[config.mk]
export PLATFORM = sky130hd
export DESIGN_NAME = utf8_byte_stream_decoder_core
export DESIGN_NICKNAME = d
export VERILOG_FILES = /design/src/design/utf8d_pkg.sv /design/src/design/utf8d_in_stage.sv /design/src/design/utf8d_decode.sv /design/src/design/utf8d_out_stage.sv /design/src/design/utf8_byte_stream_decoder_core.sv
export SDC_FILE = /design/constraint.sdc
export NUM_CORES = 1
export LEC_CHECK = 0
export BUFFER_PORTS_ARGS = -buffer_cell sky130_fd_sc_hd__buf_4
export CORE_MARGIN = 1
export CORE_UTILIZATION = 50
export CTS_BUF_LIST = sky130_fd_sc_hd__clkbuf_4
export DETAILED_ROUTE_END_ITERATION = 8
export GPL_ROUTABILITY_DRIVEN = 0
export HOLD_SLACK_MARGIN = 0.06
export PLACE_DENSITY = 0.71
export SYNTH_ARGS = -nofsm -noshare
export SYNTH_HDL_FRONTEND = slang
export SYNTH_SLANG_ARGS = --single-unit
[constraint.sdc]
create_clock -name clk -period 12.2 [get_ports clk]
set_input_delay 1.22 -clock clk [delete_from_list [all_inputs] [get_ports clk]]
set_output_delay 1.22 -clock clk [all_outputs]
set_load 0.05 [all_outputs]
[src/design/utf8d_pkg.sv]
// Shared types and constants for the UTF-8 byte stream decoder.
package utf8d_pkg;

    // Result status codes
    typedef enum logic [1:0] {
        STATUS_CHAR      = 2'd0,
        STATUS_MALFORMED = 2'd1,
        STATUS_TRUNCATED = 2'd2,
        STATUS_END       = 2'd3
    } status_t;

    // Byte classification masks and patterns
    localparam logic [7:0] LEAD2_MASK = 8'hE0;
    localparam logic [7:0] LEAD2_PAT  = 8'hC0;
    localparam logic [7:0] LEAD3_MASK = 8'hF0;
    localparam logic [7:0] LEAD3_PAT  = 8'hE0;
    localparam logic [7:0] LEAD4_MASK = 8'hF8;
    localparam logic [7:0] LEAD4_PAT  = 8'hF0;
    localparam logic [7:0] CONT_MASK  = 8'hC0;
    localparam logic [7:0] CONT_PAT   = 8'h80;

    // Code points in text mode never exceed 21 bits
    localparam int unsigned CP_BITS = 21;

    // Input transaction held in the input register
    typedef struct packed {
        logic [7:0] data_byte;
        logic       is_end;
    } in_item_t;

    // One decode result handed to the output register
    typedef struct packed {
        logic        valid;
        logic [31:0] code_point;
        status_t     status;
        logic [31:0] chars_decoded;
    } dec_result_t;

    // Decoder state visible to the top level
    typedef struct packed {
        logic [1:0] bytes_pending;
        logic       binary_mode;
    } dec_state_t;

endpackage

[src/design/utf8d_in_stage.sv]
// Input register stage: captures one byte transaction per cycle while in_ready is high.
module utf8d_in_stage
    import utf8d_pkg::*;
(
    input  logic     clk,
    input  logic     rst_n,
    input  logic     in_valid,
    output logic     in_ready,
    input  in_item_t in_item,
    input  logic     advance,
    output logic     item_valid,
    output in_item_t item
);

    logic     valid_reg;
    in_item_t item_reg;

    // Accept when empty or when the held transaction moves on this cycle
    assign in_ready   = !valid_reg || advance;
    assign item_valid = valid_reg;
    assign item       = item_reg;

    // Track occupancy
    always_ff @(posedge clk or negedge rst_n)
    begin
        if (!rst_n)
        begin
            valid_reg <= 1'b0;
        end
        else if (in_ready)
        begin
            valid_reg <= in_valid;
        end
    end

    // Load payload on accept
    always_ff @(posedge clk)
    begin
        if (in_valid && in_ready)
        begin
            item_reg <= in_item;
        end
    end

endmodule

[src/design/utf8d_decode.sv]
// Decoder: sequence state, mode register, character count and per-byte decode.
module utf8d_decode
    import utf8d_pkg::*;
(
    input  logic        clk,
    input  logic        rst_n,
    input  logic        cfg_wr_en,
    input  logic        cfg_wr_data,
    input  logic        fire,
    input  in_item_t    item,
    output dec_result_t result,
    output dec_state_t  state
);

    logic [1:0]  pending_reg,  pending_next;
    logic [31:0] partial_reg,  partial_next;
    logic [31:0] count_reg,    count_next;
    logic        mode_reg;

    logic        emit;
    status_t     st;
    logic [31:0] value;
    logic [7:0]  b;
    logic [31:0] cont_value;

    assign b          = item.data_byte;
    assign cont_value = {11'd0, partial_reg[CP_BITS-7:0], b[5:0]};

    // Decode one transaction
    always_comb
    begin
        pending_next = pending_reg;
        partial_next = partial_reg;
        emit         = 1'b0;
        st           = STATUS_CHAR;
        value        = 32'd0;
        if (item.is_end)
        begin
            emit         = 1'b1;
            st           = (pending_reg != 2'd0) ? STATUS_TRUNCATED : STATUS_END;
            pending_next = 2'd0;
            partial_next = 32'd0;
        end
        else if (mode_reg)
        begin
            // Assemble big-endian word
            if (pending_reg == 2'd3)
            begin
                emit         = 1'b1;
                value        = {partial_reg[23:0], b};
                pending_next = 2'd0;
                partial_next = 32'd0;
            end
            else
            begin
                partial_next = {partial_reg[23:0], b};
                pending_next = pending_reg + 2'd1;
            end
        end
        else if (pending_reg == 2'd0)
        begin
            // Lead byte
            if (!b[7])
            begin
                emit  = 1'b1;
                value = {24'd0, b};
            end
            else if ((b & LEAD2_MASK) == LEAD2_PAT)
            begin
                partial_next = {27'd0, b[4:0]};
                pending_next = 2'd1;
            end
            else if ((b & LEAD3_MASK) == LEAD3_PAT)
            begin
                partial_next = {28'd0, b[3:0]};
                pending_next = 2'd2;
            end
            else if ((b & LEAD4_MASK) == LEAD4_PAT)
            begin
                partial_next = {29'd0, b[2:0]};
                pending_next = 2'd3;
            end
            else
            begin
                emit = 1'b1;
                st   = STATUS_MALFORMED;
            end
        end
        else if ((b & CONT_MASK) != CONT_PAT)
        begin
            // Drop the open sequence on a bad continuation
            emit         = 1'b1;
            st           = STATUS_MALFORMED;
            pending_next = 2'd0;
            partial_next = 32'd0;
        end
        else if (pending_reg == 2'd1)
        begin
            emit         = 1'b1;
            value        = cont_value;
            pending_next = 2'd0;
            partial_next = 32'd0;
        end
        else
        begin
            partial_next = cont_value;
            pending_next = pending_reg - 2'd1;
        end
        count_next = (emit && st == STATUS_CHAR) ? count_reg + 32'd1 : count_reg;
    end

    assign result.valid         = fire && emit;
    assign result.code_point    = value;
    assign result.status        = st;
    assign result.chars_decoded = count_next;

    assign state.bytes_pending = pending_reg;
    assign state.binary_mode   = mode_reg;

    // Update state on a mode write or a decoded transaction
    always_ff @(posedge clk or negedge rst_n)
    begin
        if (!rst_n)
        begin
            mode_reg    <= 1'b0;
            pending_reg <= 2'd0;
            partial_reg <= 32'd0;
            count_reg   <= 32'd0;
        end
        else if (cfg_wr_en)
        begin
            mode_reg    <= cfg_wr_data;
            pending_reg <= 2'd0;
            partial_reg <= 32'd0;
        end
        else if (fire)
        begin
            pending_reg <= pending_next;
            partial_reg <= partial_next;
            count_reg   <= count_next;
        end
    end

endmodule

[src/design/utf8d_out_stage.sv]
// Output register stage: holds one result transaction until taken.
module utf8d_out_stage
    import utf8d_pkg::*;
(
    input  logic        clk,
    input  logic        rst_n,
    input  dec_result_t result,
    output logic        advance,
    output logic        out_valid,
    input  logic        out_ready,
    output logic [31:0] code_point,
    output logic [1:0]  status,
    output logic [31:0] chars_decoded
);

    logic        valid_reg;
    logic [31:0] code_point_reg;
    status_t     status_reg;
    logic [31:0] count_reg;

    // Move on when the register is empty or being drained
    assign advance       = !valid_reg || out_ready;
    assign out_valid     = valid_reg;
    assign code_point    = code_point_reg;
    assign status        = status_reg;
    assign chars_decoded = count_reg;

    // Track occupancy
    always_ff @(posedge clk or negedge rst_n)
    begin
        if (!rst_n)
        begin
            valid_reg <= 1'b0;
        end
        else if (advance)
        begin
            valid_reg <= result.valid;
        end
    end

    // Load payload
    always_ff @(posedge clk)
    begin
        if (advance && result.valid)
        begin
            code_point_reg <= result.code_point;
            status_reg     <= result.status;
            count_reg      <= result.chars_decoded;
        end
    end

endmodule

[src/design/utf8_byte_stream_decoder_core.sv]
// Top level of the UTF-8 / big-endian word byte stream decoder.
//
//   channel  | handshake              | payload
//   ---------+------------------------+-------------------------------------
//   input    | in_valid / in_ready    | data_byte[7:0], is_end
//   output   | out_valid / out_ready  | code_point[31:0], status[1:0],
//            |                        | chars_decoded[31:0]
//   config   | cfg_wr_en              | cfg_wr_data (binary_mode)
//
// One byte transaction per cycle sustained while out_ready is high; a result is
// decoded from the input register into the output register and is shown on
// the outputs from there. The decode step updates the sequence state for each
// byte. Reset clears the mode to text, the open sequence and the count.
// A stall on out_ready holds the output register, then the input register,
// and in_ready drops once both are full.
module utf8_byte_stream_decoder_core
    import utf8d_pkg::*;
(
    input  logic        clk,
    input  logic        rst_n,
    input  logic        cfg_wr_en,
    input  logic        cfg_wr_data,
    input  logic        in_valid,
    output logic        in_ready,
    input  logic [7:0]  data_byte,
    input  logic        is_end,
    output logic        out_valid,
    input  logic        out_ready,
    output logic [31:0] code_point,
    output logic [1:0]  status,
    output logic [31:0] chars_decoded
);

    in_item_t    in_item;
    in_item_t    item;
    logic        item_valid;
    logic        advance;
    logic        fire;
    dec_result_t result;
    dec_state_t  state;

    assign in_item.data_byte = data_byte;
    assign in_item.is_end    = is_end;
    assign fire              = item_valid && advance;

    // Input register
    utf8d_in_stage u_in_stage (
        .clk        (clk),
        .rst_n      (rst_n),
        .in_valid   (in_valid),
        .in_ready   (in_ready),
        .in_item    (in_item),
        .advance    (advance),
        .item_valid (item_valid),
        .item       (item)
    );

    // Decode step and sequence state
    utf8d_decode u_decode (
        .clk         (clk),
        .rst_n       (rst_n),
        .cfg_wr_en   (cfg_wr_en),
        .cfg_wr_data (cfg_wr_data),
        .fire        (fire),
        .item        (item),
        .result      (result),
        .state       (state)
    );

    // Output register
    utf8d_out_stage u_out_stage (
        .clk           (clk),
        .rst_n         (rst_n),
        .result        (result),
        .advance       (advance),
        .out_valid     (out_valid),
        .out_ready     (out_ready),
        .code_point    (code_point),
        .status        (status),
        .chars_decoded (chars_decoded)
    );

`ifndef ASSERT_OFF
    // Non-character results carry a zero value
    assert property (@(posedge clk) disable iff (!rst_n)
        out_valid && status != STATUS_CHAR |-> code_point == 32'd0)
        else $error("non-character result with nonzero code point");

    // An end transaction always closes the open sequence
    assert property (@(posedge clk) disable iff (!rst_n)
        fire && item.is_end && !cfg_wr_en |=> state.bytes_pending == 2'd0)
        else $error("sequence still open after end marker");

    // A mode write drops any open sequence
    assert property (@(posedge clk) disable iff (!rst_n)
        cfg_wr_en |=> state.bytes_pending == 2'd0)
        else $error("sequence still open after mode write");

    // Text-mode characters fit in 21 bits
    assert property (@(posedge clk) disable iff (!rst_n)
        result.valid && result.status == STATUS_CHAR && !state.binary_mode
        |-> result.code_point[31:CP_BITS] == '0)
        else $error("text-mode code point exceeds 21 bits");
`endif

endmodule

== Word-level counts from Yosys, hierarchy flattened ==
Index checks and enable logic that the tools add are counted.

* Bits in registers: 136
* Input bits: 15
* Output and inout bits: 68
* Logic and storage cells: 88

* Add/sub/neg operators: 3
* Eq/ne operators: 8
* Multiplexer cells: 50
* Bitwise operators: 1
* Reductions and logical operators: 15

{| class="wikitable"
|+ Operators with widths
! operator !! number
|-
| $mux W24 || 10
|-
| $mux W32 || 5
|-
| $mux W21 || 3
|-
| $mux W2 || 18
|-
| $add A32 B1 Y32 const B || 1
|-
| $mux W1 || 13
|-
| $mux W7 || 1
|-
| $ne A7 B6 Y1 const B || 1
|-
| $eq A5 B5 Y1 const B || 1
|-
| $logic_and A1 B1 Y1 || 5
|-
| $ne A5 B4 Y1 const B || 1
|-
| $eq A4 B4 Y1 const B || 1
|-
| $logic_not A2 Y1 || 2
|-
| $reduce_bool A2 Y1 || 2
|-
| $eq A3 B3 Y1 const B || 1
|-
| $reduce_and A3 Y1 || 1
|-
| $add A2 B1 Y2 const B || 1
|-
| $eq A2 B1 Y1 const B || 1
|-
| $eq A2 B2 Y1 const B || 1
|-
| $logic_not A1 Y1 || 2
|-
| $logic_or A1 B1 Y1 || 2
|-
| $ne A2 B2 Y1 const B || 1
|-
| $reduce_and A2 Y1 || 1
|-
| $sub A2 B1 Y2 const B || 1
|-
| $not A1 Y1 || 1
|}

== Depth between registers and ports, before layout ==
Gate-level depths: netlist (run 1).

* Word-level depth: 11
* Depth in mapped cells: 10
* Mapped depth without buffers: 7

== By module ==
From an unflattened synthesis (run 1), not the netlist that was laid out.

* Cell total of the unflattened synthesis: 506
* Area total of the unflattened synthesis: 6233.5 µm²

{| class="wikitable"
|+ By module, submodules not included
! module !! times used !! cells each !! area an instance (µm²) !! seq. area each (µm²)
|-
| utf8d_decode || 1 || 422 || 3867.5 || 1476.4
|-
| utf8d_out_stage || 1 || 70 || 2035.7 || 2006.9
|-
| utf8d_in_stage || 1 || 13 || 324.1 || 295.3
|-
| utf8_byte_stream_decoder_core || 1 || 1 || 6.3 || 0.0
|}

== Worst setup path before layout (run 1) ==
No wires, ideal clock.

* Path type: input -> register
* From: input out_ready
* To: register u_out_stage.valid_reg, in the netlist u_out_stage.out_valid
* Setup time: 0.087 ns
* Arrival: 5.232 ns
* Data required time: 12.113 ns
* Setup slack: 6.881 ns
* Stages on the path: 4
* Buffers on the path: 0
* Path through: nand2b_1 nand2_1 a31oi_1 or2_2

* Cells in the longest elaborated chain, start to end: 3

{| class="wikitable"
|+ RTL lines
! element !! line !! source
|-
| start, declared || utf8_byte_stream_decoder_core.sv:28 || <nowiki>input logic out_ready,</nowiki>
|-
| $logic_or A1 B1 Y1 * || utf8d_out_stage.sv:22 || <nowiki>assign advance = !valid_reg || out_ready;</nowiki>
|-
| $logic_and A1 B1 Y1 || utf8_byte_stream_decoder_core.sv:44 || <nowiki>assign fire = item_valid && advance;</nowiki>
|-
| $logic_and A1 B1 Y1 || utf8d_decode.sv:112 || <nowiki>assign result.valid = fire && emit;</nowiki>
|-
| end signal, assigned || utf8d_out_stage.sv:37 || <nowiki>valid_reg <= result.valid;</nowiki>
|-
| end, declared || utf8d_out_stage.sv:16 || <nowiki>logic valid_reg;</nowiki>
|}

Mark *: on every way between the ends. The rest lies on a longest branch, timed or not.
A chain may end at the register's enable or synchronous reset.

== Final worst setup path (run 1) ==
* From: register u_decode.pending_reg[0]
* To: register u_out_stage.count_reg[2], in the netlist u_out_stage.chars_decoded[2], enable pin

* Cells in the longest elaborated chain, start to end: 8
* Elaborated cells between the ends (all ways): 11
* Classes of those cells: 2 x eq/ne; 6 x mux; 3 x reduce/logical

{| class="wikitable"
|+ RTL lines
! element !! line !! source
|-
| start, declared || utf8d_decode.sv:15 || <nowiki>logic [1:0] pending_reg, pending_next;</nowiki>
|-
| start signal, assigned || utf8d_decode.sv:138 || <nowiki>pending_reg <= pending_next;</nowiki>
|-
| $eq A2 B1 Y1 || utf8d_decode.sv:97 || <nowiki>else if (pending_reg == 2'd1)</nowiki>
|-
| $mux W1 || utf8d_decode.sv:97 ||
|-
| $mux W1 || utf8d_decode.sv:89 || <nowiki>else if ((b & CONT_MASK) != CONT_PAT)</nowiki>
|-
| $mux W1 || utf8d_decode.sv:60 || <nowiki>else if (pending_reg == 2'd0)</nowiki>
|-
| $mux W1 * || utf8d_decode.sv:44 || <nowiki>else if (mode_reg)</nowiki>
|-
| $mux W1 * || utf8d_decode.sv:37 || <nowiki>if (item.is_end)</nowiki>
|-
| $logic_and A1 B1 Y1 * || utf8d_decode.sv:112 ||
|-
| $logic_and A1 B1 Y1 * || utf8d_out_stage.sv:44 || <nowiki>if (advance && result.valid)</nowiki>
|-
| end signal, assigned || utf8d_out_stage.sv:48 || <nowiki>count_reg <= result.chars_decoded;</nowiki>
|-
| end, declared || utf8d_out_stage.sv:19 || <nowiki>logic [31:0] count_reg;</nowiki>
|}

Marked as above.

==> results of run 1 <==
area by class of cell:
| class | count | area, µm² |
|---|---|---|
| clock inverter | 14 | 148 |
| inverter | 11 | 41.3 |
| clock buffer | 18 | 135 |
| tap | 168 | 210 |
| multi-input combinational | 336 | 2300 |
| fill | 998 | 4840 |
| sequential | 136 | 3780 |
| timing repair buffer | 87 | 653 |
stage by stage:
stage               instances  total power [mW]  utilization (%)  setup slack (ns)  hold WS (ns)
finish                    770              1.06             60.0              8.89         0.482
global route              770              1.11             60.0              8.69         0.529
CTS                       770              1.07             60.0              8.84         0.491
detailed placement        738             0.779             57.7              8.73         0.464
global placement          738             0.774             57.7              8.82         0.457
floorplan                 519             0.717                -              6.88         0.424
where the power goes:
group          switching (mW)  internal (mW)
Combinational           0.157         0.0608
Clock                   0.170          0.125
Sequential             0.0231          0.528
synthesized netlist by cell type, types with 5 or more instances:
master / instances
nand4_1: 15
nand3_1: 24
xor2_1: 30
and2_1: 22
inv_1: 11
a22o_1: 14
nor4_1: 6
xnor2_1: 32
o21ai_0: 10
nor3_1: 20
o31ai_1: 17
nor2_1: 10
mux2i_1: 15
clkbuf_1: 24
buf_2: 5
dfrtp_1: 61
nand2_1: 62
edfxtp_1: 75
nor4_2: 6
and3_1: 8
how the worst max path moves through the flow:
stage                     slack, ns                       endpoint  cells past startpoint
final                          8.89   u_out_stage.chars_decoded[2]                      6
after global placement         8.82  u_out_stage.chars_decoded[19]                      5
after detailed placement       8.73  u_out_stage.chars_decoded[28]                      5
after global routing           8.69   u_out_stage.chars_decoded[2]                      6
after CTS                      8.84   u_out_stage.chars_decoded[2]                      6
after floorplan                6.88          u_out_stage.out_valid                      4
metal layers:
metal / up-vias / share of wire [%]
li1: 2025 / -
met1: 2058 / 46
met2: 142 / 47
met3: 17 / 5.7
met4: 0 / 1.4
met5: - / 0
kinds of logic (layout without fill, tap and decap cells):
| group | count (synthesis) | after routing | share of synthesized area [%] |
|---|---|---|---|
| buffers and inverters | 47 | 130 | 3.34 |
| multiplexers | 17 | 17 | 2.76 |
| AO/OA/AOI/OAI | 62 | 62 | 7.62 |
| XOR/XNOR | 62 | 62 | 8.68 |
| adder cells (fa/ha/maj) | 4 | 4 | 0.800 |
| flip-flops | 136 | 136 | 60.4 |
| AND/OR/NAND/NOR | 191 | 191 | 16.4 |
worst reg2reg max path, stage by stage (launching register included):
cell     delay, ns
dfrtp_1       0.42
inv_1         0.07
ha_1          0.33
and3_4        0.25
a221o_1       0.42
a31oi_4       0.87
buf_4         0.57
==> summary.md, run 1 <==
| Metric | Value |
|---|---|
| Outcome | completed |
| Largest cells by area after synthesis | edfxtp_1 36%, dfrtp_1 24%, xnor2_1 4.5% |
| Final setup fails | 0 |
| Max Freq | just over 0.3 GHz |
| Initial antenna violation count | 0 |
| Hold EP | u_decode.partial_reg[21] |
| Synth unique cells | 48 |
| Reg2reg setup slack | between 8 and 9 ns |
| Min Tclk post-route | 3.31 ns |
| Critical path peak fanout | 36 |
| Total Nets Final | 608 |
| WHS Path Cells | 2 |
| Leakage | 3.02 nW |
| Largest area contributor in the netlist | edfxtp_1 |
| CP bufs+invs | 2 |
| Fraction of layout cells with a size suffix above 1 | ~22% |
| Final wirelength | ~12 mm |
| Clock Tree Root | clkbuf_4 |
| Clk_lat worst skew | around 0.53 ns |
| EDFF count, synth | 75 |
| First-pass GRT wire length | between 20 and 25 mm |
| Die X | ~110 µm |
| GRT Max-Usage Layer | met2 |
| Starting density of the core | roughly 52% |
| Slowest CP cell | a31oi_4 |
| Synth top area share | between 30% and 40% |
| Final Hold Vio Count | 0 |
| PortBufs | 82 |
| Commonest non-fill, non-tap cell in the layout | buf_4 |
| CTS Buf Count | 17 |
| CTS tree | built |
| Syn Area/Cell | 12.1 µm² |
| DR WL/cell | approximately 16 µm |
| Critical Path RT | ~12 ns |
| Critical Path Max Stage Delay | around 0.87 ns |
| Area growth syn-to-layout | 16.2% |
| Detail Route Antenna Nets | 0 |
| Max Root-Sink Buffers | 2 |
| Min-delay src | u_decode.partial_reg[21] |
| Worst setup EP type | register |
| CP delay by family, top | compound AO/OA/AOI/OAI gates |
| Post-Route Skew | around 0.026 ns |
| DRC Markers | 0 |
| Setup_tns | 0 ns |
| Post-synthesis cell count | just over 500 |
| Syn Nets | about 540 |
| Core Region | about 0.012 mm² |
| Crit-path cells | inv_1 -> ha_1 -> and3_4 -> a221o_1 -> a31oi_4 -> buf_4 |
| Vias per std cell | between 5 and 6 |
| Seq/Total Area, Yosys | around three fifths |
| Drt pass-1 iters | 5 |
| FF-to-FF End | u_out_stage.chars_decoded[2] |
| Vias in the first global route | just over 4,000 |
| Worst VDD drop | 0.0640 mV |
| Postcts setup bufs | 0 |
| Worst reg2reg path startpoint | u_decode.pending_reg[0] |
| N_diodes | 0 |
| Slew headroom | 22.0% |
| Least-Margin Pin Slew | about 1.2 ns |
| H-tree lvl count | 4 |
| Setup CP Type | register to register |
| Initial DRC Count | 283 |
| RSZ-0062 raised after global routing | no |
| GR Layer Usage met2 | between 30% and 40% |
| Primary FF master, synth | edfxtp_1 |
| Row count | 40 |
| Final instance area | 0.00727 mm² |
| Critical path origin | u_decode.pending_reg[0] |
| Mapped Area | about 0.0063 mm² |
| CTS clk-pin slew, worst paths | about 0.12 ns |
| Worst hold-check path type | register to register |
| Grt ovf | 0 |
| Most frequent cells in the layout | 87 x buf_4, 75 x edfxtp_1, 62 x nand2_1 |
| Total GRT Usage | 20.3% |
| Vias | 4,242 |
| Die Y | 114 µm |
| Max-slew violations | 0 |
| Cts repair resizes | 0 |
| DP HPWL | roughly 8 mm |
| PwrDens | around 150 mW/mm² |
| Register bit total from synthesis | 136 |
| Post-route clock period utilization | between 20% and 30% |
| Clock sink total | roughly 140 |
| WP data arrival | approximately 3.5 ns |
| GR Layer Usage met1 | between 20% and 30% |
| IO Pins | 83 |
| Critical Path Start Type | register |
| Asr flop ratio synth | ~45% |
| Pin count of the biggest net entering global routing | between 60 and 70 |
| Hold_buf cts | 0 |
| Die area | ~0.013 mm² |
| Synth warn | 0 |
| Max Cap Viol | 0 |
| GR met3 Demand/Resource | 4.78% |
| Worst R2R Path Depth | 6 |
| Placed cell areas | ~0.007 mm² |
Note: power is estimated with default switching activity, not from simulation.
==> run 2, diff against run 1 <==
- PLACE_DENSITY: 0.71 -> 0.73
- clock period: 12.2 -> 2.8 ns (I/O delays scaled with it)
==> run 2 against run 1 <==
- register-to-register slack worse by 8.7 ns
- die area did not move
- non-clock buffer count rose by 23
- maximum frequency up 28%
- global-route usage grew 0.77 points
- first-iteration DRC count decreased by 2.8%
- largest cell class unchanged
- clock skew is 0.0061 ns lower
- largest power group unchanged
- flip-flop and latch count stayed put
- critical path depth up 2
- sequential power grew to 4.3 times the previous value
==> summary.md, run 2 (synthesis results as in run 1) <==
| Metric | Value |
|---|---|
| Leakage | roughly 3.1 nW |
| First-pass GRT wire length | between 20 and 25 mm |
| Hold_buf cts | 15 |
| Clock sink total | ~140 |
| CP delay by family, top | compound AO/OA/AOI/OAI gates |
| P_sw | ~1.5 mW |
| Final wirelength | roughly 13 mm |
| CTS Buf Count | 17 |
| Max Cap Viol | 0 |
| Critical path peak fanout | 35 |
| Clock Tree Root | clkbuf_4 |
| DP HPWL | 8.05 mm |
| Int Pwr | between 3 and 4 mW |
| GR Layer Usage met2 | 31.9% |
| Total GRT Usage | approximately a fifth |
| Grt ovf | 0 |
| Area of the multi-input gates | approximately 0.0023 mm² |
| RSZ-0062 raised after global routing | no |
| Most frequent cells in the layout | 92 x buf_4, 75 x edfxtp_1, 62 x nand2_1 |
| Max-slew violations | 0 |
| DR WL/cell | about 16 µm |
| Die Y | 114 µm |
| Detail Route Antenna Nets | 0 |
| Core Region | 0.0121 mm² |
| Clk pwr share | around 28% |
| Total Nets Final | about 630 |
| Worst VDD drop | around 0.30 mV |
| Worst hold-check path type | input pin to register |
| IO Pins | slightly above 80 |
| Critical Path Start Type | register |
| Die X | 114 µm |
| Least-Margin Pin Slew | 0.803 ns |
| Power, Total | 4.75 mW |
| GR met3 Demand/Resource | under 10% |
| Setup_tns | 0 ns |
| Setup CP Type | register to register |
| DRC Markers | 0 |
| Register area | about 0.0038 mm² |
| H-tree lvl count | 4 |
| Area growth syn-to-layout | 20.3% |
| Commonest non-fill, non-tap cell in the layout | buf_4 |
| Seq pwr share | approximately half |
| Fraction of layout cells with a size suffix above 1 | a little under a quarter |
| Clk_lat worst skew | 0.56 ns |
| Pin count of the biggest net entering global routing | slightly above 60 |
| Vias | 4,329 |
| Starting density of the core | approximately half |
| Post-route clock period utilization | about 92% |
| Max Root-Sink Buffers | 2 |
| Vias in the first global route | between 4,000 and 5,000 |
| Initial antenna violation count | 0 |
| Post-Route Skew | between 0.015 and 0.02 ns |
| GRT Max-Usage Layer | met2 |
| Min Tclk post-route | around 2.6 ns |
| Initial DRC Count | about 280 |
| Post-route insts no fill | ~800 |
| GR Layer Usage met1 | between 20% and 30% |
| Slowest CP cell | dfrtp_1 |
| Crit-path cells | inv_1 -> ha_2 -> and3_4 -> a221o_1 -> a221o_1 -> buf_12 -> nor4_2 -> xor2_1 |
| Max Freq | around 0.39 GHz |
| Drt pass-1 iters | 5 |
| N_diodes | 0 |
| Critical Path Max Stage Delay | about 0.42 ns |
| Final Hold Vio Count | 0 |
| Outcome | completed |
| Final setup fails | 0 |
| Vias per std cell | roughly 5.5 |
| Slew headroom | between 40 and 50% |
| CP bufs+invs | 2 |
| Critical Path RT | 3.10 ns |
| Final setup margin | approximately 0.21 ns |
| Post-placement setup slack | slightly below 0.3 ns |
| Cell mode on critical path | a221o_1 |
| CTS clk-pin slew, worst paths | roughly 0.13 ns |
| WP data arrival | 2.89 ns |
| Fillers | just under 1,000 |
| Logic pwr share | a little over a fifth |
| Row count | 40 |
| Placed Cells | around 750 |
| Die area | 0.0130 mm² |
| PortBufs | 82 |
| Core Util, Final | between 60% and 70% |
| Switch share | approximately a third |
| Postcts setup bufs | 0 |
| PwrDens | around 630 mW/mm² |
| Worst setup EP type | register |
| Cts repair resizes | 0 |
| CTS tree | built |
==> run 2: metal layers <==
metal | vias up | wire length, µm
li1 | 2069 | -
met1 | 2083 | 5870
met2 | 146 | 5860
met3 | 31 | 607
met4 | 0 | 272
met5 | - | 0
==> run 2: worst min-delay path, cell delays in order <==
cell     delay [ns]
buf_4          0.11
nor2b_1        0.16
or2_2          0.14
==> run 2: final timing paths <==
kind | start | slack [ns] | cells past startpoint | endpoint
worst min register to register | u_decode.partial_reg[16] | 0.49 | 2 | u_decode.partial_reg[16]
max in group asynchronous | rst_n | 1.93 | 2 | u_decode.count_reg[30]
worst max-delay path | u_decode.pending_reg[0] | 0.21 | 8 | u_out_stage.chars_decoded[15]
worst min-delay path | out_ready | 0.16 | 3 | u_out_stage.out_valid
worst max register to register | u_decode.pending_reg[0] | 0.21 | 8 | u_out_stage.chars_decoded[15]
min in group asynchronous | rst_n | 0.35 | 2 | u_decode.count_reg[16]
==> run 2: layout make-up <==
type	count	share of cell area, %
sequential	136	50.2
multi-input combinational	336	30.6
timing repair buffer	110	12.0
tap	168	2.79
clock inverter	14	2.10
clock buffer	18	1.80
inverter	11	0.549
==> run 2: stage by stage <==
stage	area (µm²)	hold WS (ns)
after global placement	7080	0.412
after detailed placement	7080	0.419
after floorplan	6270	-0.0156
after CTS	7520	0.123
after global routing	7520	0.155
final	7520	0.158
==> run 2: power groups by stage <==
stage	sequential (mW)	combinational (mW)	clock, mW
after global placement	2.43	0.975	0
after detailed placement	2.43	0.992	0
after global routing	2.41	1.07	1.47
after CTS	2.39	1.02	1.38
after floorplan	2.78	0.335	0
final	2.39	1.01	1.35
==> run 3, diff against run 2 <==
- ABC_AREA: default -> 1
- CELL_PAD_IN_SITES_DETAIL_PLACEMENT: default -> 0
- CELL_PAD_IN_SITES_GLOBAL_PLACEMENT: default -> 1
- CORE_UTILIZATION: 50 -> 41
- PLACE_DENSITY: 0.73 -> default
- PLACE_DENSITY_LB_ADDON: default -> 0.25
==> run 3 against run 2 <==
- die area increased by 28%
- setup slack improved by 0.14 ns
- final area increased by 4.1%
- first-iteration DRC count increased by 47%
- critical path type unchanged
- flip-flop and latch count unchanged
- area after synthesis increased by 5.1%
- clock skew about the same
- core utilization decreased by 11 points
==> summary.md, run 3 <==
| Metric | Value |
|---|---|
| Vias in the first global route | slightly below 5,000 |
| Critical Path Max Stage Delay | 0.51 ns |
| Outcome | completed |
| Primary FF master, synth | edfxtp_1 |
| Detail Route Antenna Nets | 0 |
| Setup_tns | 0 ns |
| Least-Margin Pin Slew | roughly 0.86 ns |
| Clk pwr share | 25.1% |
| Crit-path cells | inv_1 -> ha_1 -> inv_2 -> nand3_4 -> a21boi_4 -> buf_4 -> nand3_1 -> nand2_1 -> nand2_1 |
| Final instance area | 0.00783 mm² |
| RSZ-0062 raised after global routing | no |
| Initial antenna violation count | 1 |
| Worst reg2reg path startpoint | u_decode.pending_reg[0] |
| Synth top cells by count | 234 x nand2_1, 81 x nor2_1, 75 x edfxtp_1, 71 x inv_1, 61 x dfrtp_1 |
| WHS Path Cells | 6 |
| Clock Tree Root | clkbuf_4 |
| Critical path peak fanout | 18 |
| Clock sink total | 136 |
| Drt pass-1 iters | 7 |
| Final Hold Vio Count | 0 |
| Vias | 5,138 |
| Slowest CP cell | a21boi_4 |
| Post-route clock period utilization | roughly 87% |
| Cell mode on critical path | nand2_1 |
| Largest area contributor in the netlist | edfxtp_1 |
| Mapped Area | 0.00657 mm² |
| Count leader, synth | nand2_1 |
| Total GRT Usage | 19.4% |
| Setup CP Type | register to register |
| Starting density of the core | around 43% |
| PwrDens | roughly 630 mW/mm² |
| CP bufs+invs | 3 |
| Core Util, Final | a little over 50% |
| Commonest non-fill, non-tap cell in the layout | nand2_1 |
| Post-Route Skew | 0.0198 ns |
| CTS clk-pin slew, worst paths | 0.12 ns |
| Register bit total from synthesis | roughly 140 |
| EDFF count, synth | between 70 and 80 |
| Logic pwr share | around a quarter |
| Worst hold-check path type | input pin to register |
| Largest cells by area after synthesis | edfxtp_1 34%, dfrtp_1 23%, nand2_1 13% |
| Final wirelength | 15.0 mm |
| Total Nets Final | between 800 and 900 |
| Fraction of layout cells with a size suffix above 1 | ~18% |
| Area growth syn-to-layout | 19.2% |
| Vias per std cell | 4.87 |
| Worst R2R Path Depth | 9 |
| Worst setup EP type | register |
| Syn Nets | approximately 750 |
| Int Pwr | between 3 and 4 mW |
| Asr flop ratio synth | 44.9% |
| WP data arrival | 2.76 ns |
| IO Pins | 83 |
| Max Cap Viol | 0 |
| Synth top area share | between 30% and 40% |
| Clk_lat worst skew | around 0.56 ns |
| Die area | roughly 0.017 mm² |
| PortBufs | around 80 |
| Hold EP | u_decode.pending_reg[1] |
| Grt ovf | 0 |
| Die X | around 130 µm |
| Final setup fails | 0 |
| Post-synthesis cell count | 728 |
| CTS Buf Count | 17 |
| Critical Path RT | roughly 3.1 ns |
| Power, Total | just under 5 mW |
| FF-to-FF End | u_out_stage.chars_decoded[25] |
| Syn Area/Cell | 9.03 µm² |
| Placed cell areas | around 0.0074 mm² |
| Critical Path Start Type | register |
| Synth unique cells | 36 |
| Max-slew violations | 0 |
| Worst VDD drop | about 0.37 mV |
| Row count | 45 |
| Switch share | a little over a third |
| Synth warn | 0 |
| Reg2reg setup slack | about 0.35 ns |
| CP delay by family, top | buffers and inverters |
| Max Freq | roughly 0.41 GHz |
| DRC Markers | 0 |
| DP HPWL | just under 10 mm |
| Most frequent cells in the layout | 234 x nand2_1, 89 x buf_4, 80 x nor2_1 |
| CTS tree | built |
| Initial DRC Count | 405 |
| Seq/Total Area, Yosys | 57.5% |
| Min-delay src | cfg_wr_en |
| P_sw | 1.79 mW |
| Pin count of the biggest net entering global routing | 62 |
| Fillers | 1,468 |
| Seq pwr share | between 50% and 60% |
| DR WL/cell | between 10 and 15 µm |
| Die Y | ~130 µm |
| H-tree lvl count | 4 |
| Core Region | about 0.015 mm² |
| First-pass GRT wire length | between 20 and 25 mm |
| Max Root-Sink Buffers | 2 |
| Slew headroom | a little over two fifths |
| Leakage | between 3 and 4 nW |
| Min Tclk post-route | about 2.4 ns |
-- run 3: metrics by stage --
| step | setup WS [ns] | std cells | hold WS [ns] |
|---|---|---|---|
| after floorplan | 0.136 | 728 | -0.0156 |
| after global placement | 0.460 | 1004 | 0.445 |
| after detailed placement | 0.369 | 1004 | 0.459 |
| after CTS | 0.352 | 1053 | 0.170 |
| after global routing | 0.151 | 1054 | 0.208 |
| final | 0.353 | 1054 | 0.214 |
-- run 3: how the worst max path moves through the flow --
stage,start,endpoint,cells past startpoint
4_1_cts,u_decode.pending_reg[0],u_out_stage.chars_decoded[25],9
3_3_place_gp,u_decode.pending_reg[0],u_out_stage.chars_decoded[23],9
2_1_floorplan,u_decode.pending_reg[0],u_out_stage.chars_decoded[0],6
6_report,u_decode.pending_reg[0],u_out_stage.chars_decoded[25],9
5_1_grt,u_decode.pending_reg[0],u_out_stage.chars_decoded[23],9
3_5_place_dp,u_decode.pending_reg[0],u_out_stage.chars_decoded[25],9
-- run 3: area by class of cell --
class | instances | area, µm² | area share, %
sequential | 136 | 3780 | 48.2
tap | 211 | 264 | 3.37
clock inverter | 14 | 124 | 1.58
inverter | 77 | 290 | 3.71
clock buffer | 18 | 135 | 1.72
multi-input combinational | 490 | 2380 | 30.4
antenna | 1 | 2.50 | 0.0319
timing repair buffer | 107 | 858 | 11.0
-- run 3: routing by layer --
metal  GRT usage, %  vias up  share of wire (%)
li1               -     2574                  -
met1           27.4     2430                 50
met2           29.4      118                 45
met3           4.37       16                4.4
met4           7.13        0                1.4
met5              0        -                  0
-- run 3: tightest hold or removal path, stage by stage --
cell	delay, ns
buf_4	0.11
nor2_1	0.05
inv_1	0.10
nor2_1	0.05
nand3_1	0.07
o21ai_1	0.07
-- run 3: power groups by stage --
stage                     Combinational (mW)  Clock [mW]  Sequential, mW
after floorplan                        0.427           0            2.93
after global placement                  1.18           0            2.52
after detailed placement                1.20           0            2.52
after CTS                               1.22        1.26            2.48
after global routing                    1.30        1.34            2.50
final                                   1.21        1.23            2.48
-- run 3: logic make-up after synthesis --
kind of cell	count (synthesis)	synth area share [%]
simple gates	394	25.3
flops	136	57.5
buf+inv	102	6.55
compound gates	77	7.14
xor+xnor	15	2.80
fa+ha+maj	4	0.762
-- run 3: what timing repair did --
item / 4_1_cts / 5_1_grt
buffers inserted: 0 / 0
hold buffers: 17 / 0
hold endpoints to repair: 73 / 0
resized for setup: 0 / 0
